## src/rtl/next_permutation_digits_top_defines.svh

```systemverilog
// Assertion macros for the next permutation block.
`ifndef NEXT_PERMUTATION_DIGITS_TOP_DEFINES_SVH
`define NEXT_PERMUTATION_DIGITS_TOP_DEFINES_SVH

// Same-cycle implication, disabled while reset is held.
`define NPD_ASSERT_NOW(lbl, clk, rst_n, ante, cons) \
    lbl: assert property (@(posedge clk) disable iff (!rst_n) (ante) |-> (cons)) \
        else $error("npd: same-cycle check failed");

// Next-cycle implication, disabled while reset is held.
`define NPD_ASSERT_NEXT(lbl, clk, rst_n, ante, cons) \
    lbl: assert property (@(posedge clk) disable iff (!rst_n) (ante) |=> (cons)) \
        else $error("npd: next-cycle check failed");

`endif

```

## src/rtl/npd_pkg.sv

```systemverilog
`default_nettype none
package npd_pkg;

    // Store depth default
    localparam int MAX_DIGITS_DEF = 16;

    // Digit encoding
    localparam int         DIGIT_W     = 4;
    localparam logic [3:0] DIGIT_LIMIT = 4'd10;
    localparam logic [3:0] DIGIT_MAX   = 4'd9;

    // Sequencer states
    typedef enum logic [2:0] {
        S_LOAD,
        S_PREP,
        S_SCAN,
        S_SEARCH,
        S_PRE,
        S_SWAP,
        S_SUF,
        S_NONE
    } t_state;

endpackage
`default_nettype wire

```

## src/rtl/next_permutation_digits_top.sv

```systemverilog
// Operation: one digit is loaded per accepted input beat, then a prepare step, a pivot scan,
// a search for the swap digit and n output beats follow; a sequence with no answer gives one beat.
// No new sequence is taken until the last one has been put out (o_stall is high outside loading).
// The scan, search and output walks share the single read port of the digit store.
// Reset: synchronous, active low; clears the sequencer, digit count and output valid.
// The digit store is not cleared: only entries written in the current sequence are read.
`default_nettype none
`include "next_permutation_digits_top_defines.svh"

module next_permutation_digits_top #(
    parameter int MAX_DIGITS = npd_pkg::MAX_DIGITS_DEF
) (
    input  wire logic                        i_clk,
    input  wire logic                        i_rst_n,
    input  wire logic                        i_valid,
    output logic                             o_stall,
    input  wire logic [npd_pkg::DIGIT_W-1:0] i_digit_in,
    input  wire logic                        i_last_in,
    output logic                             o_valid,
    input  wire logic                        i_stall,
    output logic [npd_pkg::DIGIT_W-1:0]      o_digit_out,
    output logic                             o_found,
    output logic                             o_last_out
);

    localparam int DW = npd_pkg::DIGIT_W;
    localparam int AW = (MAX_DIGITS > 1) ? $clog2(MAX_DIGITS) : 1;
    localparam int CW = $clog2(MAX_DIGITS + 1);

    // Digit store
    logic [DW-1:0] mem [MAX_DIGITS];

    npd_pkg::t_state r_state, n_state;

    logic [CW-1:0] r_cnt, n_cnt;
    logic [CW-1:0] r_n;
    logic [AW-1:0] r_addr, n_addr;
    logic [DW-1:0] r_rdata;
    logic [DW-1:0] r_prev, n_prev;
    logic [AW-1:0] r_pos, n_pos;
    logic [DW-1:0] r_p, n_p;
    logic [AW-1:0] r_bi, n_bi;
    logic [DW-1:0] r_s, n_s;

    logic          r_ovalid;
    logic [DW-1:0] r_odigit;
    logic          r_ofound;
    logic          r_olast;

    logic          accept;
    logic          cnt_room;
    logic [DW-1:0] d_clamped;
    logic [CW-1:0] n_minus;
    logic [AW-1:0] last_idx;
    logic [AW-1:0] pos_m1;
    logic [AW-1:0] pos_p1;
    logic          scan_hit;
    logic          search_hit;
    logic          out_free;

    logic          emit;
    logic [DW-1:0] e_digit;
    logic          e_found;
    logic          e_last;

    // Handshake and helpers
    assign o_stall    = (r_state != npd_pkg::S_LOAD);
    assign accept     = i_valid && !o_stall;
    assign cnt_room   = (r_cnt < CW'(MAX_DIGITS));
    assign d_clamped  = (i_digit_in >= npd_pkg::DIGIT_LIMIT) ? npd_pkg::DIGIT_MAX : i_digit_in;
    assign n_cnt      = cnt_room ? (r_cnt + CW'(1)) : r_cnt;
    assign n_minus    = r_n - CW'(1);
    assign last_idx   = n_minus[AW-1:0];
    assign pos_m1     = r_pos - AW'(1);
    assign pos_p1     = r_pos + AW'(1);
    // pivot: first digit from the right smaller than its right neighbour
    assign scan_hit   = (r_addr != last_idx) && (r_rdata < r_prev);
    // suffix is non-increasing, so the first larger digit from the right is the smallest
    assign search_hit = (r_rdata > r_p);
    assign out_free   = !r_ovalid || !i_stall;

    // Next state
    always_comb begin
        n_state = r_state;
        unique case (r_state)
            npd_pkg::S_LOAD: begin
                if (accept && i_last_in) n_state = npd_pkg::S_PREP;
            end
            npd_pkg::S_PREP: begin
                n_state = npd_pkg::S_SCAN;
            end
            npd_pkg::S_SCAN: begin
                if (scan_hit)            n_state = npd_pkg::S_SEARCH;
                else if (r_addr == '0)   n_state = npd_pkg::S_NONE;
            end
            npd_pkg::S_SEARCH: begin
                if (search_hit) n_state = (r_pos == '0) ? npd_pkg::S_SWAP : npd_pkg::S_PRE;
            end
            npd_pkg::S_PRE: begin
                if (out_free && (r_addr == pos_m1)) n_state = npd_pkg::S_SWAP;
            end
            npd_pkg::S_SWAP: begin
                if (out_free) n_state = npd_pkg::S_SUF;
            end
            npd_pkg::S_SUF: begin
                if (out_free && (r_addr == pos_p1)) n_state = npd_pkg::S_LOAD;
            end
            npd_pkg::S_NONE: begin
                if (out_free) n_state = npd_pkg::S_LOAD;
            end
            default: n_state = npd_pkg::S_LOAD;
        endcase
    end

    // Datapath and output beats
    always_comb begin
        n_addr  = r_addr;
        n_prev  = r_prev;
        n_pos   = r_pos;
        n_p     = r_p;
        n_bi    = r_bi;
        n_s     = r_s;
        emit    = 1'b0;
        e_digit = '0;
        e_found = 1'b1;
        e_last  = 1'b0;
        unique case (r_state)
            npd_pkg::S_LOAD: begin
                n_addr = r_addr;
            end
            npd_pkg::S_PREP: begin
                n_addr = last_idx;
            end
            npd_pkg::S_SCAN: begin
                if (scan_hit) begin
                    n_pos  = r_addr;
                    n_p    = r_rdata;
                    n_addr = last_idx;
                end else begin
                    n_prev = r_rdata;
                    n_addr = r_addr - AW'(1);
                end
            end
            npd_pkg::S_SEARCH: begin
                if (search_hit) begin
                    n_bi   = r_addr;
                    n_s    = r_rdata;
                    n_addr = '0;
                end else begin
                    n_addr = r_addr - AW'(1);
                end
            end
            npd_pkg::S_PRE: begin
                emit    = out_free;
                e_digit = r_rdata;
                if (out_free) n_addr = r_addr + AW'(1);
            end
            npd_pkg::S_SWAP: begin
                emit    = out_free;
                e_digit = r_s;
                if (out_free) n_addr = last_idx;
            end
            npd_pkg::S_SUF: begin
                // suffix read backwards comes out ascending; pivot digit takes the swapped slot
                emit    = out_free;
                e_digit = (r_addr == r_bi) ? r_p : r_rdata;
                e_last  = (r_addr == pos_p1);
                if (out_free && !e_last) n_addr = r_addr - AW'(1);
            end
            npd_pkg::S_NONE: begin
                emit    = out_free;
                e_found = 1'b0;
                e_last  = 1'b1;
            end
            default: begin
                emit = 1'b0;
            end
        endcase
    end

    // Store write and registered read
    always_ff @(posedge i_clk) begin
        if (accept && cnt_room) begin
            mem[r_cnt[AW-1:0]] <= d_clamped;
        end
        r_rdata <= mem[n_addr];
    end

    // Control registers
    always_ff @(posedge i_clk) begin
        if (!i_rst_n) begin
            r_state  <= npd_pkg::S_LOAD;
            r_cnt    <= '0;
            r_ovalid <= 1'b0;
        end else begin
            r_state <= n_state;
            if (accept) begin
                r_cnt <= i_last_in ? '0 : n_cnt;
            end
            if (emit) begin
                r_ovalid <= 1'b1;
            end else if (!i_stall) begin
                r_ovalid <= 1'b0;
            end
        end
    end

    // Payload registers
    always_ff @(posedge i_clk) begin
        r_addr <= n_addr;
        r_prev <= n_prev;
        r_pos  <= n_pos;
        r_p    <= n_p;
        r_bi   <= n_bi;
        r_s    <= n_s;
        if (accept && i_last_in) begin
            r_n <= n_cnt;
        end
        if (emit) begin
            r_odigit <= e_digit;
            r_ofound <= e_found;
            r_olast  <= e_last;
        end
    end

    assign o_valid     = r_ovalid;
    assign o_digit_out = r_odigit;
    assign o_found     = r_ofound;
    assign o_last_out  = r_olast;

    // Checks
    `NPD_ASSERT_NOW(a_cnt_bound, i_clk, i_rst_n, 1'b1, r_cnt <= CW'(MAX_DIGITS))
    `NPD_ASSERT_NEXT(a_last_closes, i_clk, i_rst_n, accept && i_last_in,
        (r_state == npd_pkg::S_PREP) && (r_cnt == '0))
    `NPD_ASSERT_NOW(a_search_right, i_clk, i_rst_n, r_state == npd_pkg::S_SEARCH, r_addr > r_pos)
    `NPD_ASSERT_NOW(a_none_last, i_clk, i_rst_n, r_ovalid && !r_ofound, r_olast && (r_odigit == '0))

endmodule
`default_nettype wire
```

## config.mk

```make
export PLATFORM = sky130hd
export DESIGN_NAME = next_permutation_digits_top
export DESIGN_NICKNAME = d
export VERILOG_FILES = /design/src/rtl/npd_pkg.sv /design/src/rtl/next_permutation_digits_top.sv
export VERILOG_INCLUDE_DIRS = /design/src /design/src/rtl
export SDC_FILE = /design/constraint.sdc
export NUM_CORES = 1
export LEC_CHECK = 0
export BUFFER_PORTS_ARGS = -buffer_cell sky130_fd_sc_hd__clkbuf_2
export CAP_MARGIN = 30
export CORE_MARGIN = 2
export CORE_UTILIZATION = 45
export CTS_CLUSTER_DIAMETER = 50
export DETAILED_ROUTE_END_ITERATION = 8
export GPL_TIMING_DRIVEN = 0
export PLACE_DENSITY = 0.69
export SLEW_MARGIN = 10
export SYNTH_ARGS = -nofsm -noshare
export SYNTH_HDL_FRONTEND = slang
export SYNTH_SLANG_ARGS = --single-unit
```

## constraint.sdc

```tcl
create_clock -name i_clk -period 6.4 [get_ports i_clk]
set_clock_uncertainty 0.1 [all_clocks]
set_input_delay 0.96 -clock i_clk [delete_from_list [all_inputs] [get_ports i_clk]]
set_output_delay 0.96 -clock i_clk [all_outputs]
set_load 0.05 [all_outputs]
```

== Yosys cells after proc, flatten, opt, wreduce, memory -nomap -nowiden ==
Memories as Yosys holds them, arrays and structs flattened. A register that Yosys moved wholly into a read port is not among the register bits.
Cells that the tools add are included.

* Bits in registers: 43
* Memory bits (writable): 64
* Bits of input ports: 9
* Output and inout bits: 8
* Word-level logic and storage cells: 93
* Memories: 1

* Add/sub/neg operators: 6
* $lt $le $gt $ge: 4
* Equal/unequal tests: 19
* Mux-type cells: 28
* Bitwise gates (word level): 1
* Reduce and logical (&&, ||, !) cells: 21

{| class="wikitable"
|+ Memories
! memory !! words !! bits a word !! rd ports !! clocked after Yosys merged registers in !! wr ports !! line !! RTL
|-
| mem || 16 || 4 || 1 || 1 || 1 || next_permutation_digits_top.sv:31 || <nowiki>logic [DW-1:0] mem [MAX_DIGITS];</nowiki>
|}

{| class="wikitable"
|+ Operators by type and width
! cell !! number
|-
| 4-bit 2-to-1 mux || 7
|-
| 3-bit 2-to-1 mux || 8
|-
| 3-bit one-hot mux with 8 select lines || 1
|-
| 4-bit one-hot mux with 6 select lines || 1
|-
| 3-bit == test (second input constant) || 4
|-
| 4-bit == test || 3
|-
| 2-bit != test (second input constant) || 6
|-
| 4-bit one-hot mux with 3 select lines || 1
|-
| 4-bit by 1-bit subtractor with 4-bit output (second input constant) || 3
|-
| 5-bit 2-to-1 mux || 2
|-
| 4-bit by 1-bit adder with 4-bit output (second input constant) || 2
|-
| 4-bit logical NOT || 2
|-
| 1-bit logical AND || 7
|-
| 1-bit 2-to-1 mux || 7
|-
| 7-bit AND reduction || 1
|-
| 3-bit by 2-bit == test with 1-bit output (second input constant) || 2
|-
| 2-bit AND reduction || 3
|-
| 5-bit by 1-bit adder with 5-bit output (second input constant) || 1
|-
| 5-bit < comparator (second input constant) || 1
|-
| 4-bit greater-or-equal comparator (second input constant) || 1
|-
| 4-bit > comparator || 1
|-
| 1-bit logical NOT || 4
|-
| 4-bit < comparator || 1
|-
| 4-bit != test || 1
|-
| other kinds (9) || 9
|}

== Longest topological paths before layout ==
Gate-level depths: netlist of the first run.

* Word-level depth: 6
* Mapped depth: 13
* Depth with buffers taken out: 11

== Worst setup path before layout of the first run ==
No wires, ideal clock.

* Path type: input-to-reg
* From: input port i_stall
* To: register r_rdata[0] (read register of mem)
* Library setup time: 0.130 ns
* Arrival time: 3.155 ns
* Data required time: 6.170 ns
* Setup slack: 3.015 ns
* Stages: 9
* Buffers on the path: 1
* Cell sequence: and3_4 maj3_2 a221o_1 or4_1 o221a_4 buf_6 mux2_4 o221a_1 nand4b_1

* Cells in the longest elaborated chain, start to end: 5
* Elaborated cells between the ends (all ways): 7
* Classes of those cells: 4 x mux; 3 x reduce/logical

{| class="wikitable"
|+ RTL lines
! item !! line !! RTL
|-
| from (decl) || next_permutation_digits_top.sv:20 || <nowiki>input wire logic i_stall,</nowiki>
|-
| 1-bit logical NOT * || - ||
|-
| 1-bit logical OR * || next_permutation_digits_top.sv:80 || <nowiki>assign out_free = !r_ovalid || !i_stall;</nowiki>
|-
| 1-bit logical AND || next_permutation_digits_top.sv:168 || <nowiki>if (out_free && !e_last) n_addr = r_addr - AW'(1);</nowiki>
|-
| 4-bit 2-to-1 mux || next_permutation_digits_top.sv:168 ||
|-
| 4-bit one-hot mux with 6 select lines * || next_permutation_digits_top.sv:127 || <nowiki>unique case (r_state)</nowiki>
|-
| to (decl) || next_permutation_digits_top.sv:38 || <nowiki>logic [DW-1:0] r_rdata;</nowiki>
|}

Mark *: on every way between the ends. The rest lies on a longest branch, timed or not.
A chain may end at the register's enable or synchronous reset.

== Worst setup path after layout of the first run ==
* From: register r_rdata[1] (read register of mem)
* To: register r_rdata[1] (read register of mem)

* Cells in the longest elaborated chain, start to end: 4
* Elaborated cells between the ends (all ways): 6
* Classes of those cells: 2 x order compare; 3 x mux; 1 x reduce/logical

{| class="wikitable"
|+ RTL lines
! item !! line !! RTL
|-
| 4-bit < comparator || next_permutation_digits_top.sv:77 || <nowiki>assign scan_hit = (r_addr != last_idx) && (r_rdata < r_prev);</nowiki>
|-
| 1-bit logical AND || next_permutation_digits_top.sv:77 ||
|-
| 4-bit 2-to-1 mux || next_permutation_digits_top.sv:135 || <nowiki>if (scan_hit) begin</nowiki>
|-
| 4-bit one-hot mux with 6 select lines * || next_permutation_digits_top.sv:127 ||
|-
| named net n_addr[1] || next_permutation_digits_top.sv:37 || <nowiki>logic [AW-1:0] r_addr, n_addr;</nowiki>
|}

Mark *: on every way through the listed nets, which the timed path passes. The rest lies on a longest branch.

==> results of run 1 <==
[cell families (layout without fill, tap and decap cells)]
group,count (synthesis),after routing,share of synthesized area (%)
muxes,18,18,3.886
xor gates and xnor gates,21,21,3.634
DFF,111,111,57.78
and+or+nand+nor,136,136,12.98
AOI/OAI and AO/OA,92,92,12.30
adders and majority gates,18,18,4.091
buffers and inverters,69,103,5.326
[cells in the mapped netlist (all sizes together), types with 2 or more instances]
library cell  number
o221a              5
a31oi              2
nand2             27
nor2              30
and3               4
inv               46
a222oi             4
xnor2             12
buf               11
o22ai              4
ha                17
edfxtp            94
clkbuf            12
a31o               4
o221ai            12
nand2b             8
and2              18
o21a               5
xor2               9
a21oi             10
mux2              17
nor3              13
nand3             10
or3                2
nand4b             6
dfxtp             17
nand4              5
o21ai             28
nor2b              7
a21boi             4
or4                2
[cell usage in the layout, fill, tap and decap left out, types with 8 or more instances in the layout]
cell and count:
edfxtp_1 94, inv_1 46, nor2_1 30, o21ai_0 28, nand2_1 27, and2_1 18, ha_1 17, dfxtp_1 17
clkbuf_2 16, mux2_2 14, clkbuf_1 12, nor3_1 12, o221ai_1 12, nand3_1 10, xnor2_1 10, a21oi_1 10
buf_2 9, xor2_1 9, clkbuf_16 9, nand2b_1 8
[flip-flops by register name (all words and copies together) (netlist names)]
signal,count
r_bi,4
o_last_out,1
r_pos,4
o_digit_out,4
r_prev,4
r_state,3
r_addr,4
o_valid,1
r_n,4
o_found,1
r_s,4
r_cnt,5
r_rdata,4
r_p,4
mem,64
[routing by layer]
metal / up-vias / track usage [%]
met5: - / 0
met4: 0 / 9.919
met3: 29 / 3.282
met2: 104 / 31.19
met1: 1798 / 23.46
li1: 1762 / -
[worst max path at each step]
stage,start,to,cells after the start
2_1_floorplan,i_stall,r_rdata[0],9
3_5_place_dp,r_rdata[1],r_rdata[1],9
6_report,r_rdata[1],r_rdata[1],9
5_1_grt,r_rdata[1],r_rdata[1],9
3_3_place_gp,r_rdata[1],r_rdata[1],9
4_1_cts,r_rdata[1],r_rdata[1],9
[metrics by stage]
stage | total power (W) | area (µm²) | cells | hold slack [ns]
CTS | 0.003033 | 6055 | 645 | 0.3921
global route | 0.003225 | 6060 | 646 | 0.4172
detailed placement | 0.002448 | 5753 | 630 | 0.3697
global placement | 0.002407 | 5738 | 628 | 0.3605
floorplan | 0.002074 | 5474 | 465 | 0.3462
finish | 0.003038 | 6060 | 646 | 0.3940
[where the power goes]
part	internal (W)	switching, W	leakage, nW
registers	0.000900	0.0000643	0.991
logic	0.000591	0.000907	1.12
clock network	0.000309	0.000267	0.149
total	0.00180	0.00124	2.26
[worst reg2reg max path: cells and delay by family (launching register included)]
| family | cells | cell delay (ns) |
|---|---|---|
| adders and majority gates | 1 | 0.26 |
| AOI/OAI and AO/OA | 6 | 2.61 |
| DFF | 1 | 0.44 |
| and+or+nand+nor | 2 | 0.89 |
[area by class of cell]
cell class | count | area share [%]
Timing Repair Buffer | 19 | 1.652
Tap cell | 147 | 3.035
Clock inverter | 6 | 1.260
Sequential cell | 111 | 52.20
Inverter | 46 | 2.849
Multi-Input combinational cell | 285 | 33.33
Clock buffer | 9 | 3.717
Buffer | 23 | 1.962
==> out/qor.txt, run 1 <==
Period utilization = 68.28%
Yosys top cell area share = 51.57%
Final wirelength = 11.37 mm
EDFF count, synth = 94
Hold Crit Start = r_addr[3]
Crit path required time = 6.59 ns
Post-CTS Setup Inserts = 0
Fillcell total = 1,037
Detail Placement HPWL = 8.181 mm
Tot GR Track Use = 18.75%
DIE HEIGHT = 114.3 µm
1st-iter DRT viols = 239
Grt ovf = 0
Routed wl met2 = 5.610 mm
Mapped Area = 5474 µm²
Largest net degree at the start of global routing = 20
Cell accounting for the most synthesized area = edfxtp_1
Die Area = 13,060 µm²
Worst path cell trace = ha_1, a2111oi_0, o32ai_2, nor2_1, a21oi_1, a31oi_1, a21boi_0, o221ai_1, nand4b_1
Ratio of cells with drive above 1 in the final layout = 15.03%
Area delta synth->final = 10.70%
Primary FF master, synth = edfxtp_1
Clk root buf = clkbuf_16
Via count = 3,693
Ant diodes = 0
Seq/Total Area, Yosys = 57.78%
R2R cell count = 9
DRT Pass-1 Iters = 5
Clk buf depth = 2
Met1 WL = 4.809 mm
Worst VDD drop = 0.2942 mV
First-pass GRT wire length = 18.63 mm
Site Rows = 40
F_max = 0.2288 GHz
Starting Density = 45.76%
Yosys cell types = 58
RSZ-0062 raised after global routing = false
Pleak = 2.258 nW
Dpl ws = 2.140 ns
Seq. cell area = 3163 µm²
CTS clk-pin slew, worst paths = 0.07 ns
Clk sinks = 111
Initial antenna violation count = 0
Max-cap viol count = 0
Drt drc = 0
IO buf count = 16
Final GP Congestion = 0.8814
CTS tree = yes
Crit Path Class = flop to flop
CP max FO = 9
Total CTS buffers = 9
Normalized max-slew margin = 30.97%
PwrDens = 501.3 nW/µm²
Critical-path top delay cell = a2111oi_0
Die width = 114.3 µm
RR Startpoint = r_rdata[1]
CTS resizes = 0
Via density = 5.717
Mean post-synth cell area = 11.77 µm²
NumNets Final = 521
Clock latency on the worst-skew pair = 0.36 ns
Core area = 11,960 µm²
Hold path depth = 0
Hold Path Sink = r_pos[3]
Hold crit path type = flop to flop
FF-to-FF End = r_rdata[1]
Post-synthesis register bit count = 111
Setup violators final = 0
Worst Path Arrival = 4.56 ns
Post-layout util = 50.66%
Mapped Cells = 465
Crit-path leading delay family = compound AO/OA/AOI/OAI gates
# IOs = 17
Critical path launch point type = flop
Setup crit end kind = flop
Mapped Nets = 491
Footprint of the multi-input gates = 2019 µm²
H-tree Lvls = 3
Highest routed metal layer = met4
Hold Buf Count CTS = 0
R2R Setup Slk = 2.03 ns
Setup TNS = 0 ns
Slowest stage delay, CP = 0.79 ns
Mean routed wirelength per cell = 17.60 µm
Metal3 WL = 553 µm
PnR worst setup slack = 2.030 ns
ANT nets after route = 0
Dominant cells by area after synthesis = edfxtp_1 52%, dfxtp_1 6.2%, ha_1 3.9%, inv_1 3.2%, mux2_2 2.9%
Status = completed
Period minus WS final = 4.370 ns
Max Slew Vio Count = 0
Bufs and invs on worst path = 0
Vias in the first global route = 3,664
Actual slew at the worst max-slew pin = 1.027 ns
Synth async-reset ratio = 0%
Synthesis warning total = 0
Final Hold Fails = 0
Power figures use the tool's default switching activity.
==> run 2, diff against run 1 <==
==> constraint.sdc (replaced) <==
create_clock -name i_clk -period 4.4 [get_ports i_clk]
set_clock_uncertainty 0.1 [all_clocks]
set_input_delay 0.66 -clock i_clk [delete_from_list [all_inputs] [get_ports i_clk]]
set_output_delay 0.66 -clock i_clk [all_outputs]
set_load 0.05 [all_outputs]
==> run 2 against run 1 <==
Count of clock-buffer cells in the layout unchanged. Power up 46%. Highest routed layer unchanged. Routed wire length up 0.56%. Critical path depth unchanged. Non-clock buffer count unchanged. Critical path type unchanged. Critical endpoint unchanged. Sequential power up 45%. Fmax up 5.4%. Die area unchanged. Register-to-register slack worse by 1.8 ns.
==> out/qor.txt, run 2 (synthesis gave the netlist of run 1 again) <==
Critical path launch point type = flop
Detail Placement HPWL = 8.181 mm (unchanged)
Setup TNS = 0 ns (unchanged)
Normalized max-slew margin = 31.32% (+0.35 points)
Bufs and invs on worst path = 0 (unchanged)
Hold crit path type = flop to flop
Mean routed wirelength per cell = 17.70 µm (+0.56%)
Total CTS buffers = 9 (unchanged)
Post-layout util = 50.68% (about the same)
Slowest stage delay, CP = 0.80 ns (about the same)
Commonest non-fill, non-tap cells in the layout = 94 x edfxtp_1, 46 x inv_1, 29 x nor2_1, 28 x o21ai_0, 27 x nand2_1
Final GP Congestion = 0.8814 (unchanged)
Ant diodes = 0 (unchanged)
Placed cells = 630 (unchanged)
IO buf count = 16 (unchanged)
DIE HEIGHT = 114.3 µm (unchanged)
Actual slew at the worst max-slew pin = 1.022 ns (-0.005229 ns)
Clk buf depth = 2 (unchanged)
Final wirelength = 11.43 mm (+0.56%)
Final Cell Area = 6062 µm² (about the same)
Crit Path Class = flop to flop
Clk sinks = 111 (unchanged)
Die width = 114.3 µm (unchanged)
Via density = 5.751 (+0.60%)
Max FFs per register = 64 (unchanged)
CTS tree = yes
Tot GR Track Use = 18.75% (unchanged)
Hold Buf Count CTS = 0 (unchanged)
Clock latency on the worst-skew pair = 0.36 ns (about the same)
Final Hold Fails = 0 (unchanged)
Post-CTS Setup Inserts = 0 (unchanged)
RSZ-0062 raised after global routing = false
CTS resizes = 0 (unchanged)
1st-iter DRT viols = 229 (-4.2%)
Worst VDD drop = 0.4299 mV (+46%)
Worst Path Arrival = 4.34 ns (-0.22 ns)
Setup crit end kind = flop
Setup violators final = 0 (unchanged)
Total power = 0.004425 W (+46%)
PwrDens = 729.9 nW/µm² (+46%)
H-tree Lvls = 3 (unchanged)
Site Rows = 40 (unchanged)
Pleak = 2.258 nW (about the same)
Crit-path leading delay family = compound AO/OA/AOI/OAI gates
Drt drc = 0 (unchanged)
CTS clk-pin slew, worst paths = 0.07 ns (about the same)
Period minus WS final = 4.145 ns (-0.2252 ns)
Clk root buf = clkbuf_16
NumNets Final = 521 (unchanged)
Starting Density = 45.76% (unchanged)
DRT Pass-1 Iters = 5 (unchanged)
Core area = 11,960 µm² (unchanged)
F_max = 0.2413 GHz (+5.4%)
Commonest non-fill, non-tap cell in the layout = edfxtp_1
# IOs = 17 (unchanged)
Initial antenna violation count = 0 (unchanged)
Status = completed
ANT nets after route = 0 (unchanged)
Placed cell area = 5753 µm² (unchanged)
Non-filler instance count after layout = 646 (unchanged)
CP max FO = 9 (unchanged)
Max-cap viol count = 0 (unchanged)
Max Slew Vio Count = 0 (unchanged)
Worst path cell trace = ha_1, a2111oi_0, o32ai_2, nor2_2, a21oi_1, a31oi_1, a21boi_0, o221ai_1, nand4b_1
Die Area = 13,060 µm² (unchanged)
First-pass GRT wire length = 18.63 mm (unchanged)
Area delta synth->final = 10.74% (about the same)
Ratio of cells with drive above 1 in the final layout = 15.23% (+0.20 points)
Via count = 3,715 (+0.60%)
Largest net degree at the start of global routing = 20 (unchanged)
Period utilization = 94.20% (+26 points)
Critical-path top delay cell = a2111oi_0
Grt ovf = 0 (unchanged)
Vias in the first global route = 3,664 (unchanged)
Crit path required time = 4.59 ns (-2.00 ns)
[run 2: cell count changes in the layout (fill, tap and decap cells not counted)]
cell / change
nor2_1: -1
nor2_2: +1
[run 2: worst paths after layout]
check	slack [ns]	startpoint	endpoint	cells past startpoint
max reg2reg	0.26	r_rdata[1]	r_rdata[1]	9
min	0.39	r_addr[3]	r_pos[3]	0
min reg2reg	0.39	r_addr[3]	r_pos[3]	0
max	0.26	r_rdata[1]	r_rdata[1]	9
[run 2: metrics by stage]
stage                     hold slack [ns]  worst slack (ns)
final                              0.3940            0.2551
after global routing               0.4172          0.001695
after CTS                          0.3921           0.05566
after detailed placement           0.3697            0.1397
after global placement             0.3605            0.2005
after floorplan                    0.3462             1.315
[run 2: power breakdown]
group	switching (W)	total, W	internal, W
clock	0.000389	0.000839	0.000450
sequential	0.0000945	0.00140	0.00131
combinational	0.00132	0.00218	0.000860
total	0.00181	0.00442	0.00262
[run 2: final cells by class]
class	instances	area, µm²
Fill cell	1036	5899
Sequential cell	111	3163
Multi-Input combinational cell	285	2022
Clock buffer	9	225.2
Tap cell	147	183.9
Inverter	46	172.7
Buffer	23	118.9
Timing Repair Buffer	19	100.1
Clock inverter	6	76.32
[run 2: routing by layer]
| metal | global-route usage (%) | up-vias | share of wire (%) | wire length, µm |
|---|---|---|---|---|
| met5 | 0 | - | 0 | 0 |
| met4 | 9.919 | 0 | 3.2 | 367 |
| met3 | 3.282 | 23 | 5.3 | 605 |
| met2 | 31.19 | 122 | 49 | 5629 |
| met1 | 23.46 | 1807 | 42 | 4830 |
| li1 | - | 1763 | - | - |
